### src/rtl/servo_linear_ramp_macros.svh
// Assertion macros for the servo ramp block.
// Used by servo_linear_ramp.sv; expects clk_i and rst_ni in scope.
`ifndef SERVO_LINEAR_RAMP_MACROS_SVH
`define SERVO_LINEAR_RAMP_MACROS_SVH

// Same-cycle implication.
`define SLR_ASSERT_NOW(lbl, ante, cons, msg) \
  lbl: assert property (@(posedge clk_i) disable iff (!rst_ni) (ante) |-> (cons)) \
    else $error(msg);

// Next-cycle implication.
`define SLR_ASSERT_NEXT(lbl, ante, cons, msg) \
  lbl: assert property (@(posedge clk_i) disable iff (!rst_ni) (ante) |=> (cons)) \
    else $error(msg);

`endif

### src/rtl/slr_pkg.sv
// Shared types and constants for the servo linear ramp block.
// No dependencies.
`timescale 1ns / 1ps
`default_nettype none

package slr_pkg;

  localparam int unsigned POS_W     = 12;
  localparam int unsigned CHG_W     = 13;
  localparam int unsigned TICK_W    = 32;
  localparam int unsigned IDX_W     = 3;
  localparam int unsigned DUR_IN_W  = 16;
  localparam int unsigned QUO_STEPS = 12;
  localparam int unsigned STEP_W    = 4;

  localparam logic [POS_W-1:0] GOAL_RESET = 12'd500;

  typedef enum logic [1:0] {
    ACT_TICK = 2'd0,
    ACT_MOVE = 2'd1,
    ACT_SET  = 2'd2
  } action_e;

  typedef enum logic [5:0] {
    ST_IDLE = 6'b000001,
    ST_EVAL = 6'b000010,
    ST_MUL  = 6'b000100,
    ST_DIV  = 6'b001000,
    ST_FIN  = 6'b010000,
    ST_EMIT = 6'b100000
  } state_e;

  typedef struct packed {
    action_e             action;
    logic [IDX_W-1:0]    servo_index;
    logic [POS_W-1:0]    new_target;
    logic [DUR_IN_W-1:0] duration_ticks;
  } in_beat_t;

  typedef struct packed {
    logic [IDX_W-1:0] channel;
    logic [POS_W-1:0] position;
    logic             last;
  } out_beat_t;

endpackage

`default_nettype wire

### src/rtl/servo_linear_ramp.sv
// Servo linear ramp: per-channel timed setpoint ramps, one position beat per channel per tick.
// Depends on slr_pkg and servo_linear_ramp_macros.svh.
//
// Move and set-goal beats are handled in the idle state, which stays ready for the next
// beat. A tick beat walks the channels in order; a settled or expired channel passes
// through eval and emit, a ramping channel through eval, multiply, 12 restoring-divide
// steps on the shared divider, finish and emit; emit waits while the output is stalled.
// Input is not ready while a tick is in progress; the last position beat may still wait
// at the output when the next input beat is taken.
`timescale 1ns / 1ps
`default_nettype none
`include "servo_linear_ramp_macros.svh"

module servo_linear_ramp #(
  parameter int unsigned SERVO_COUNT   = 7,
  parameter int unsigned DURATION_BITS = 16
) (
  input  wire logic              clk_i,
  input  wire logic              rst_ni,
  input  wire logic              in_valid_i,
  output logic                   in_ready_o,
  input  wire slr_pkg::in_beat_t in_data_i,
  output logic                   out_valid_o,
  input  wire logic              out_ready_i,
  output slr_pkg::out_beat_t     out_data_o
);

  localparam int unsigned CH_W   = (SERVO_COUNT > 1) ? $clog2(SERVO_COUNT) : 1;
  localparam int unsigned DB     = DURATION_BITS;
  localparam int unsigned QS     = slr_pkg::QUO_STEPS;
  localparam int unsigned PROD_W = DB + QS;
  localparam int unsigned POS_W  = slr_pkg::POS_W;
  localparam int unsigned CHG_W  = slr_pkg::CHG_W;
  localparam int unsigned TICK_W = slr_pkg::TICK_W;
  localparam int unsigned STEP_W = slr_pkg::STEP_W;
  localparam logic [CH_W-1:0] LAST_CH = CH_W'(SERVO_COUNT - 1);

  // per-channel state
  logic [POS_W-1:0]  cur_q   [SERVO_COUNT];
  logic [POS_W-1:0]  org_q   [SERVO_COUNT];
  logic [POS_W-1:0]  goal_q  [SERVO_COUNT];
  logic [CHG_W-1:0]  chg_q   [SERVO_COUNT];
  logic [TICK_W-1:0] start_q [SERVO_COUNT];
  logic [DB-1:0]     len_q   [SERVO_COUNT];

  slr_pkg::state_e    state_q, state_d;
  logic [TICK_W-1:0]  tick_q, tick_d;
  logic [CH_W-1:0]    ch_q, ch_d;
  logic [STEP_W-1:0]  step_q, step_d;
  logic [DB-1:0]      el_q, el_d;
  logic [PROD_W-1:0]  acc_q, acc_d;
  logic [POS_W-1:0]   pos_q, pos_d;
  logic               out_valid_q, out_valid_d;
  slr_pkg::out_beat_t out_q, out_d;

  logic              in_fire;
  logic              idx_ok;
  logic [CH_W-1:0]   rd_idx;
  logic [POS_W-1:0]  cur_rd, org_rd, goal_rd;
  logic [CHG_W-1:0]  chg_rd, chg_new;
  logic [TICK_W-1:0] start_rd, elapsed;
  logic [DB-1:0]     len_rd, dur;
  logic              mv_we, set_we, cur_we;
  logic [POS_W-1:0]  mag;
  logic [DB:0]       part, trial;
  logic              ge;
  logic [DB-1:0]     rem;
  logic              neg, round_up;
  logic [POS_W:0]    qa;
  logic [POS_W+1:0]  qs, sum;

  assign in_ready_o  = (state_q == slr_pkg::ST_IDLE);
  assign in_fire     = in_valid_i && in_ready_o;
  assign out_valid_o = out_valid_q;
  assign out_data_o  = out_q;

  assign idx_ok = (32'(in_data_i.servo_index) < SERVO_COUNT);
  assign rd_idx = in_ready_o ? CH_W'(in_data_i.servo_index) : ch_q;

  assign cur_rd   = cur_q[rd_idx];
  assign org_rd   = org_q[rd_idx];
  assign goal_rd  = goal_q[rd_idx];
  assign chg_rd   = chg_q[rd_idx];
  assign start_rd = start_q[rd_idx];
  assign len_rd   = len_q[rd_idx];

  assign dur     = DB'(in_data_i.duration_ticks);
  assign chg_new = {1'b0, in_data_i.new_target} - {1'b0, cur_rd};
  assign elapsed = tick_q - start_rd;

  // divider step
  assign mag   = chg_rd[CHG_W-1] ? POS_W'(-chg_rd) : chg_rd[POS_W-1:0];
  assign part  = {acc_q[PROD_W-1:QS], acc_q[QS-1]};
  assign trial = part - {1'b0, len_rd};
  assign ge    = !trial[DB];

  // floor adjust
  assign rem      = acc_q[PROD_W-1:QS];
  assign neg      = chg_rd[CHG_W-1];
  assign round_up = neg && (rem != '0);
  assign qa       = {1'b0, acc_q[QS-1:0]} + (POS_W+1)'(round_up);
  assign qs       = neg ? -{1'b0, qa} : {1'b0, qa};
  assign sum      = {2'b00, org_rd} + qs;

  always_comb begin
    state_d     = state_q;
    tick_d      = tick_q;
    ch_d        = ch_q;
    step_d      = step_q;
    el_d        = el_q;
    acc_d       = acc_q;
    pos_d       = pos_q;
    out_valid_d = out_valid_q && !out_ready_i;
    out_d       = out_q;
    mv_we       = 1'b0;
    set_we      = 1'b0;
    cur_we      = 1'b0;
    unique case (state_q)
      slr_pkg::ST_IDLE: begin
        if (in_fire) begin
          unique case (in_data_i.action)
            slr_pkg::ACT_TICK: begin
              tick_d  = tick_q + 1'b1;
              ch_d    = '0;
              state_d = slr_pkg::ST_EVAL;
            end
            slr_pkg::ACT_MOVE: mv_we  = idx_ok;
            slr_pkg::ACT_SET:  set_we = idx_ok;
            default: ;
          endcase
        end
      end
      slr_pkg::ST_EVAL: begin
        el_d = elapsed[DB-1:0];
        if (cur_rd == goal_rd) begin
          pos_d   = cur_rd;
          state_d = slr_pkg::ST_EMIT;
        end else if ((len_rd == '0) || (elapsed > TICK_W'(len_rd))) begin
          pos_d   = goal_rd;
          state_d = slr_pkg::ST_EMIT;
        end else begin
          state_d = slr_pkg::ST_MUL;
        end
      end
      slr_pkg::ST_MUL: begin
        acc_d   = PROD_W'(mag) * PROD_W'(el_q);
        step_d  = '0;
        state_d = slr_pkg::ST_DIV;
      end
      slr_pkg::ST_DIV: begin
        acc_d  = {(ge ? trial[DB-1:0] : part[DB-1:0]), acc_q[QS-2:0], ge};
        step_d = step_q + 1'b1;
        if (step_q == STEP_W'(QS - 1)) begin
          state_d = slr_pkg::ST_FIN;
        end
      end
      slr_pkg::ST_FIN: begin
        priority if (sum[POS_W+1]) begin
          pos_d = '0;
        end else if (sum[POS_W]) begin
          pos_d = '1;
        end else begin
          pos_d = sum[POS_W-1:0];
        end
        state_d = slr_pkg::ST_EMIT;
      end
      slr_pkg::ST_EMIT: begin
        if (!out_valid_q || out_ready_i) begin
          cur_we         = 1'b1;
          out_valid_d    = 1'b1;
          out_d.channel  = slr_pkg::IDX_W'(ch_q);
          out_d.position = pos_q;
          out_d.last     = (ch_q == LAST_CH);
          if (ch_q == LAST_CH) begin
            state_d = slr_pkg::ST_IDLE;
          end else begin
            ch_d    = ch_q + 1'b1;
            state_d = slr_pkg::ST_EVAL;
          end
        end
      end
      default: state_d = slr_pkg::ST_IDLE;
    endcase
  end

  always_ff @(posedge clk_i or negedge rst_ni) begin
    if (!rst_ni) begin
      state_q     <= slr_pkg::ST_IDLE;
      tick_q      <= '0;
      ch_q        <= '0;
      step_q      <= '0;
      out_valid_q <= 1'b0;
    end else begin
      state_q     <= state_d;
      tick_q      <= tick_d;
      ch_q        <= ch_d;
      step_q      <= step_d;
      out_valid_q <= out_valid_d;
    end
  end

  always_ff @(posedge clk_i) begin
    el_q  <= el_d;
    acc_q <= acc_d;
    pos_q <= pos_d;
    out_q <= out_d;
  end

  always_ff @(posedge clk_i or negedge rst_ni) begin
    if (!rst_ni) begin
      for (int i = 0; i < SERVO_COUNT; i++) begin
        cur_q[i]   <= '0;
        org_q[i]   <= '0;
        goal_q[i]  <= slr_pkg::GOAL_RESET;
        chg_q[i]   <= '0;
        start_q[i] <= '0;
        len_q[i]   <= '0;
      end
    end else begin
      if (mv_we) begin
        start_q[rd_idx] <= tick_q;
        len_q[rd_idx]   <= dur;
        org_q[rd_idx]   <= cur_rd;
        chg_q[rd_idx]   <= chg_new;
      end
      if (mv_we || set_we) begin
        goal_q[rd_idx] <= in_data_i.new_target;
      end
      if (cur_we) begin
        cur_q[ch_q] <= pos_q;
      end
    end
  end

  `SLR_ASSERT_NEXT(a_tick_busy,
    in_fire && (in_data_i.action == slr_pkg::ACT_TICK), !in_ready_o,
    "tick beat did not start a channel walk")
  `SLR_ASSERT_NOW(a_ch_range, !in_ready_o, 32'(ch_q) < SERVO_COUNT,
    "channel counter out of range")
  `SLR_ASSERT_NOW(a_div_steps, state_q == slr_pkg::ST_DIV, step_q < STEP_W'(QS),
    "divider ran past its step count")
  `SLR_ASSERT_NOW(a_div_rem, state_q == slr_pkg::ST_DIV, rem < len_rd,
    "partial remainder not below divisor")

endmodule

`default_nettype wire
### config.mk
export PLATFORM = sky130hd
export DESIGN_NAME = servo_linear_ramp
export DESIGN_NICKNAME = d
export VERILOG_FILES = /design/src/rtl/slr_pkg.sv /design/src/rtl/servo_linear_ramp.sv
export VERILOG_INCLUDE_DIRS = /design/src /design/src/rtl
export SDC_FILE = /design/constraint.sdc
export NUM_CORES = 2
export LEC_CHECK = 0
export BUFFER_PORTS_ARGS = -buffer_cell sky130_fd_sc_hd__buf_2
export CORE_MARGIN = 10
export CORE_UTILIZATION = 60
export CTS_CLUSTER_SIZE = 30
export DETAILED_ROUTE_END_ITERATION = 8
export GPL_ROUTABILITY_DRIVEN = 0
export PLACE_DENSITY_LB_ADDON = 0.1
export SYNTH_ARGS = -nofsm -noshare
export SYNTH_HDL_FRONTEND = slang
export SYNTH_SLANG_ARGS = --single-unit
### constraint.sdc
create_clock -name clk_i -period 16.95 [get_ports clk_i]
set_input_delay 2.5425 -clock clk_i [delete_from_list [all_inputs] [get_ports clk_i]]
set_output_delay 2.5425 -clock clk_i [all_outputs]
set_load 0.01 [all_outputs]
==> impl_metrics.sql <==
INSERT INTO impl_metrics (metric_group, metric, value, unit) VALUES
('layout', 'drive_gt1_share', '12.1', '%'),
('worst_setup_path', 'reg2reg_to', 'acc_q[27]$_DFFE_PP_', ''),
('cts', 'cts_buffers', '84', ''),
('sta', 'period_minus_slack', '11.10', 'ns'),
('cts', 'clock_slew_at_the_register_clock_pins_of_the_worst_setup_and_hold_paths', '0.07', 'ns'),
('global_route', 'grt_first_pass_wirelength', '232', 'mm'),
('synth', 'synthDominantCellAreaShare', '37.1', '%'),
('synth', 'post-synth-top-count-cell', 'sky130_fd_sc_hd__nand2_1', ''),
('global_route', 'grt_antenna_before_repair', '9', ''),
('cts', 'htree_levels', '3', ''),
('hold_path', 'hold_start', 'len_q[65]$_DFFE_PN0P_', ''),
('worst_setup_path', 'cp_data_required_time', '17.32', 'ns'),
('cts', 'hold_buffers', '0', ''),
('worst_setup_path', 'worst-r2r-cell-count', '29', ''),
('die', 'die_area', '88200', 'um^2'),
('worst_setup_path', 'worstSetupPathType', 'input pin to register', ''),
('global_route', 'gr-total-overflow', '0', ''),
('layout', 'area_growth_syn_to_layout', '9.42', '%'),
('detailed_routing', 'drcViolationCount', '0', ''),
('cts', 'ctsLongestPathBuffers', '3', ''),
('worst_setup_path', 'critical_path_peak_fanout', '29', ''),
('detailed_routing', 'detailed_router_s_first_iteration_violation_count', '4615', ''),
('synth', 'post_synth_main_area_contributors', 'sky130_fd_sc_hd__dfrtp_1 (37%), sky130_fd_sc_hd__nand2_1 (13%), sky130_fd_sc_hd__fa_1 (6.3%), sky130_fd_sc_hd__mux2_2 (4.8%), sky130_fd_sc_hd__edfxtp_1 (4.7%)', ''),
('synth', 'synth_warnings', '0', ''),
('cts', 'postCtsResizedCells', '0', ''),
('synth', 'share_of_the_yosys_chip_area_belonging_to_registers', '44.2', '%'),
('synth', 'number_of_synthesized_flops_with_an_enable_pin', '72', ''),
('global_route', 'gr-usage-all-layers', '34.1', '%'),
('detailed_routing', 'post_drt_via_cell_ratio', '6.31', ''),
('synth', 'synthSimpleGateAreaFrac', '19.2', '%'),
('cts', 'cts-root-buf', 'sky130_fd_sc_hd__clkbuf_16', ''),
('worst_setup_path', 'arrival', '11.47', 'ns'),
('cts', 'numClockSinks', '797', ''),
('synth', 'muxShareOfSynthArea', '6.36', '%'),
('die', 'floorplan.die.height', '297', 'um'),
('cts', 'tritoncts', 'built', ''),
('worst_setup_path', 'cp_slowest_stage_delay', '0.74', 'ns'),
('synth', 'postSynth.topFlopCell', 'sky130_fd_sc_hd__dfrtp_1', ''),
('synth', 'synth.cells.most_frequent', 'sky130_fd_sc_hd__nand2_1 (1573), sky130_fd_sc_hd__dfrtp_1 (682), sky130_fd_sc_hd__o21ai_0 (261), sky130_fd_sc_hd__inv_1 (242), sky130_fd_sc_hd__clkbuf_1 (221)', ''),
('sta', 'setup_repair_after_global_routing_missed_its_margin', 'no', ''),
('layout', 'nets', '5288', ''),
('flow_run', 'cap_viol_max_count', '0', ''),
('synth', 'biggest_area_consumer_among_synthesized_cells', 'sky130_fd_sc_hd__dfrtp_1', ''),
('die', 'count_of_standard_cell_rows', '101', ''),
('global_route', 'grt_start_max_net_pins', '166', ''),
('synth', 'mappedNetlistArea', '46000', 'um^2'),
('sta', 'finalHoldViolCount', '0', ''),
('sta', 'fin_crit_sh', '65.5', '%'),
('die', 'core-area', '75900', 'um^2'),
('sta', 'worst_clock_skew', '0.0295', 'ns'),
('synth', 'synth_adder_area_share', '10.6', '%'),
('detailed_routing', 'vias', '38165', ''),
('synth', 'parity_gate_share_of_the_synthesized_area_counting_xor_and_xnor_cells', '2.86', '%'),
('synth', 'synth_seq_cells', '797', ''),
('cts', 'cts_setup_buffers', '0', ''),
('global_route', 'via_count_of_the_first_global_routing_pass', '37441', ''),
('sta', 'worst_slew_pin_slew', '1.28', 'ns'),
('worst_setup_path', 'worstSetupStartpoint', 'in_data_i[30]', ''),
('synth', 'dominant_combinational_cell_family_by_area_after_synthesis', 'simple AND/OR/NAND/NOR gates', ''),
('synth', 'postSynthCellCount', '5003', ''),
('placed_design', 'dp_hpwl', '98.6', 'mm'),
('synth', 'yosys.cell_types.count', '99', ''),
('worst_setup_path', 'setup.worst_path.start_class', 'input pin', ''),
('cts', 'insertion_delay', '0.65', 'ns'),
('status', 'status', 'finished clean', ''),
('synth', 'synth-compound-area-share', '12.2', '%'),
('detailed_routing', 'postRouteWirelength', '153', 'mm'),
('sta', 'setup_total_negative_slack', '0', 'ns'),
('worst_setup_path', 'worst_r2r_startpoint', 'state_q[0]$_DFFE_PN1P_', ''),
('detailed_routing', 'wl_per_cell', '25.2', 'um'),
('worst_setup_path', 'cp_common_cell', 'sky130_fd_sc_hd__fa_1', '');
[layout by cell type, fill, tap and decap left out, drive strengths merged, types with 15 or more instances in the layout]
cell and n:
a21boi 16, a21o 37, a21oi 189, a221oi 21
a222oi 48, a22o 19, a22oi 91, and2 69
and3 35, buf 150, clkbuf 126, clkinv 21
dfrtp 682, dfstp 43, edfxtp 72, fa 144
ha 161, inv 243, mux2 199, mux2i 64
nand2 1576, nand2b 28, nand3 73, nand4 25
nor2 145, nor2b 32, nor3 51, nor4 15
o211ai 16, o21a 18, o21ai 266, o31ai 15
xnor2 91, xor2 55
[worst max-delay path: cells and delay by family]
family / cells / cell delay (ns)
and+or+nand+nor: 4 / 1.28
buffers and inverters: 8 / 2.00
xor gates and xnor gates: 2 / 0.87
AOI/OAI and AO/OA: 9 / 1.66
adders and majority gates: 6 / 2.99
muxes: 1 / 0.08
[how the worst max path moves through the flow]
| stage | slack (ns) | cells after the start | endpoint |
|---|---|---|---|
| final | 5.85 | 30 | acc_q[27]$_DFFE_PP_ |
| after global routing | 5.38 | 30 | acc_q[27]$_DFFE_PP_ |
| after CTS | 6.02 | 32 | acc_q[27]$_DFFE_PP_ |
| after detailed placement | 5.34 | 32 | acc_q[27]$_DFFE_PP_ |
| after global placement | 5.49 | 32 | acc_q[27]$_DFFE_PP_ |
| after floorplan | 6.99 | 32 | acc_q[27]$_DFFE_PP_ |
[registers in the layout, indices dropped and copies added, names as in the netlist, 12 cells and up]
signal / cells
goal_q: 84
start_q: 224
tick_q: 32
pos_q: 12
org_q: 84
acc_q: 28
len_q: 112
out_data_o: 16
chg_q: 91
el_q: 16
cur_q: 84
[stage by stage]
| stage | hold WS [ns] | worst slack [ns] | utilization (%) | std cells | instance area [um^2] |
|---|---|---|---|---|---|
| 2_1_floorplan | 0.439 | 6.99 | - | 5003 | 46000 |
| 3_3_place_gp | 0.454 | 5.49 | 62.4 | 5888 | 47400 |
| 3_5_place_dp | 0.457 | 5.34 | 62.4 | 5888 | 47400 |
| 4_1_cts | 0.476 | 6.02 | 66.3 | 6043 | 50400 |
| 5_1_grt | 0.487 | 5.38 | 66.3 | 6045 | 50400 |
| 6_report | 0.476 | 5.85 | 66.3 | 6046 | 50400 |
[metal layers]
layer / up-vias / share of wire, % / global-route usage [%]
met1: 18807 / 40 / 46.7
li1: 16684 / - / -
met2: 2208 / 43 / 50.9
met5: - / 0.017 / 0
met4: 4 / 5.1 / 15.5
met3: 462 / 12 / 8.04
[layout make-up]
class | count | area [um^2]
Antenna cell | 1 | 2.50
Multi-Input combinational cell | 3669 | 23800
Clock buffer | 125 | 2560
Tap cell | 1030 | 1290
Clock inverter | 30 | 409
Inverter | 243 | 912
Fill cell | 6176 | 25600
Sequential cell | 797 | 20400
Timing Repair Buffer | 151 | 1030
[cell families after synthesis]
kind of cell	after synthesis
simple gates	2103
compound gates	850
xor+xnor	146
buf+inv	537
mux	265
fa+ha+maj	305
flops	797
Power is left out: the tool's default activity adds up to more than one toggle a clock period on the data nets, which glitch-free logic cannot reach.
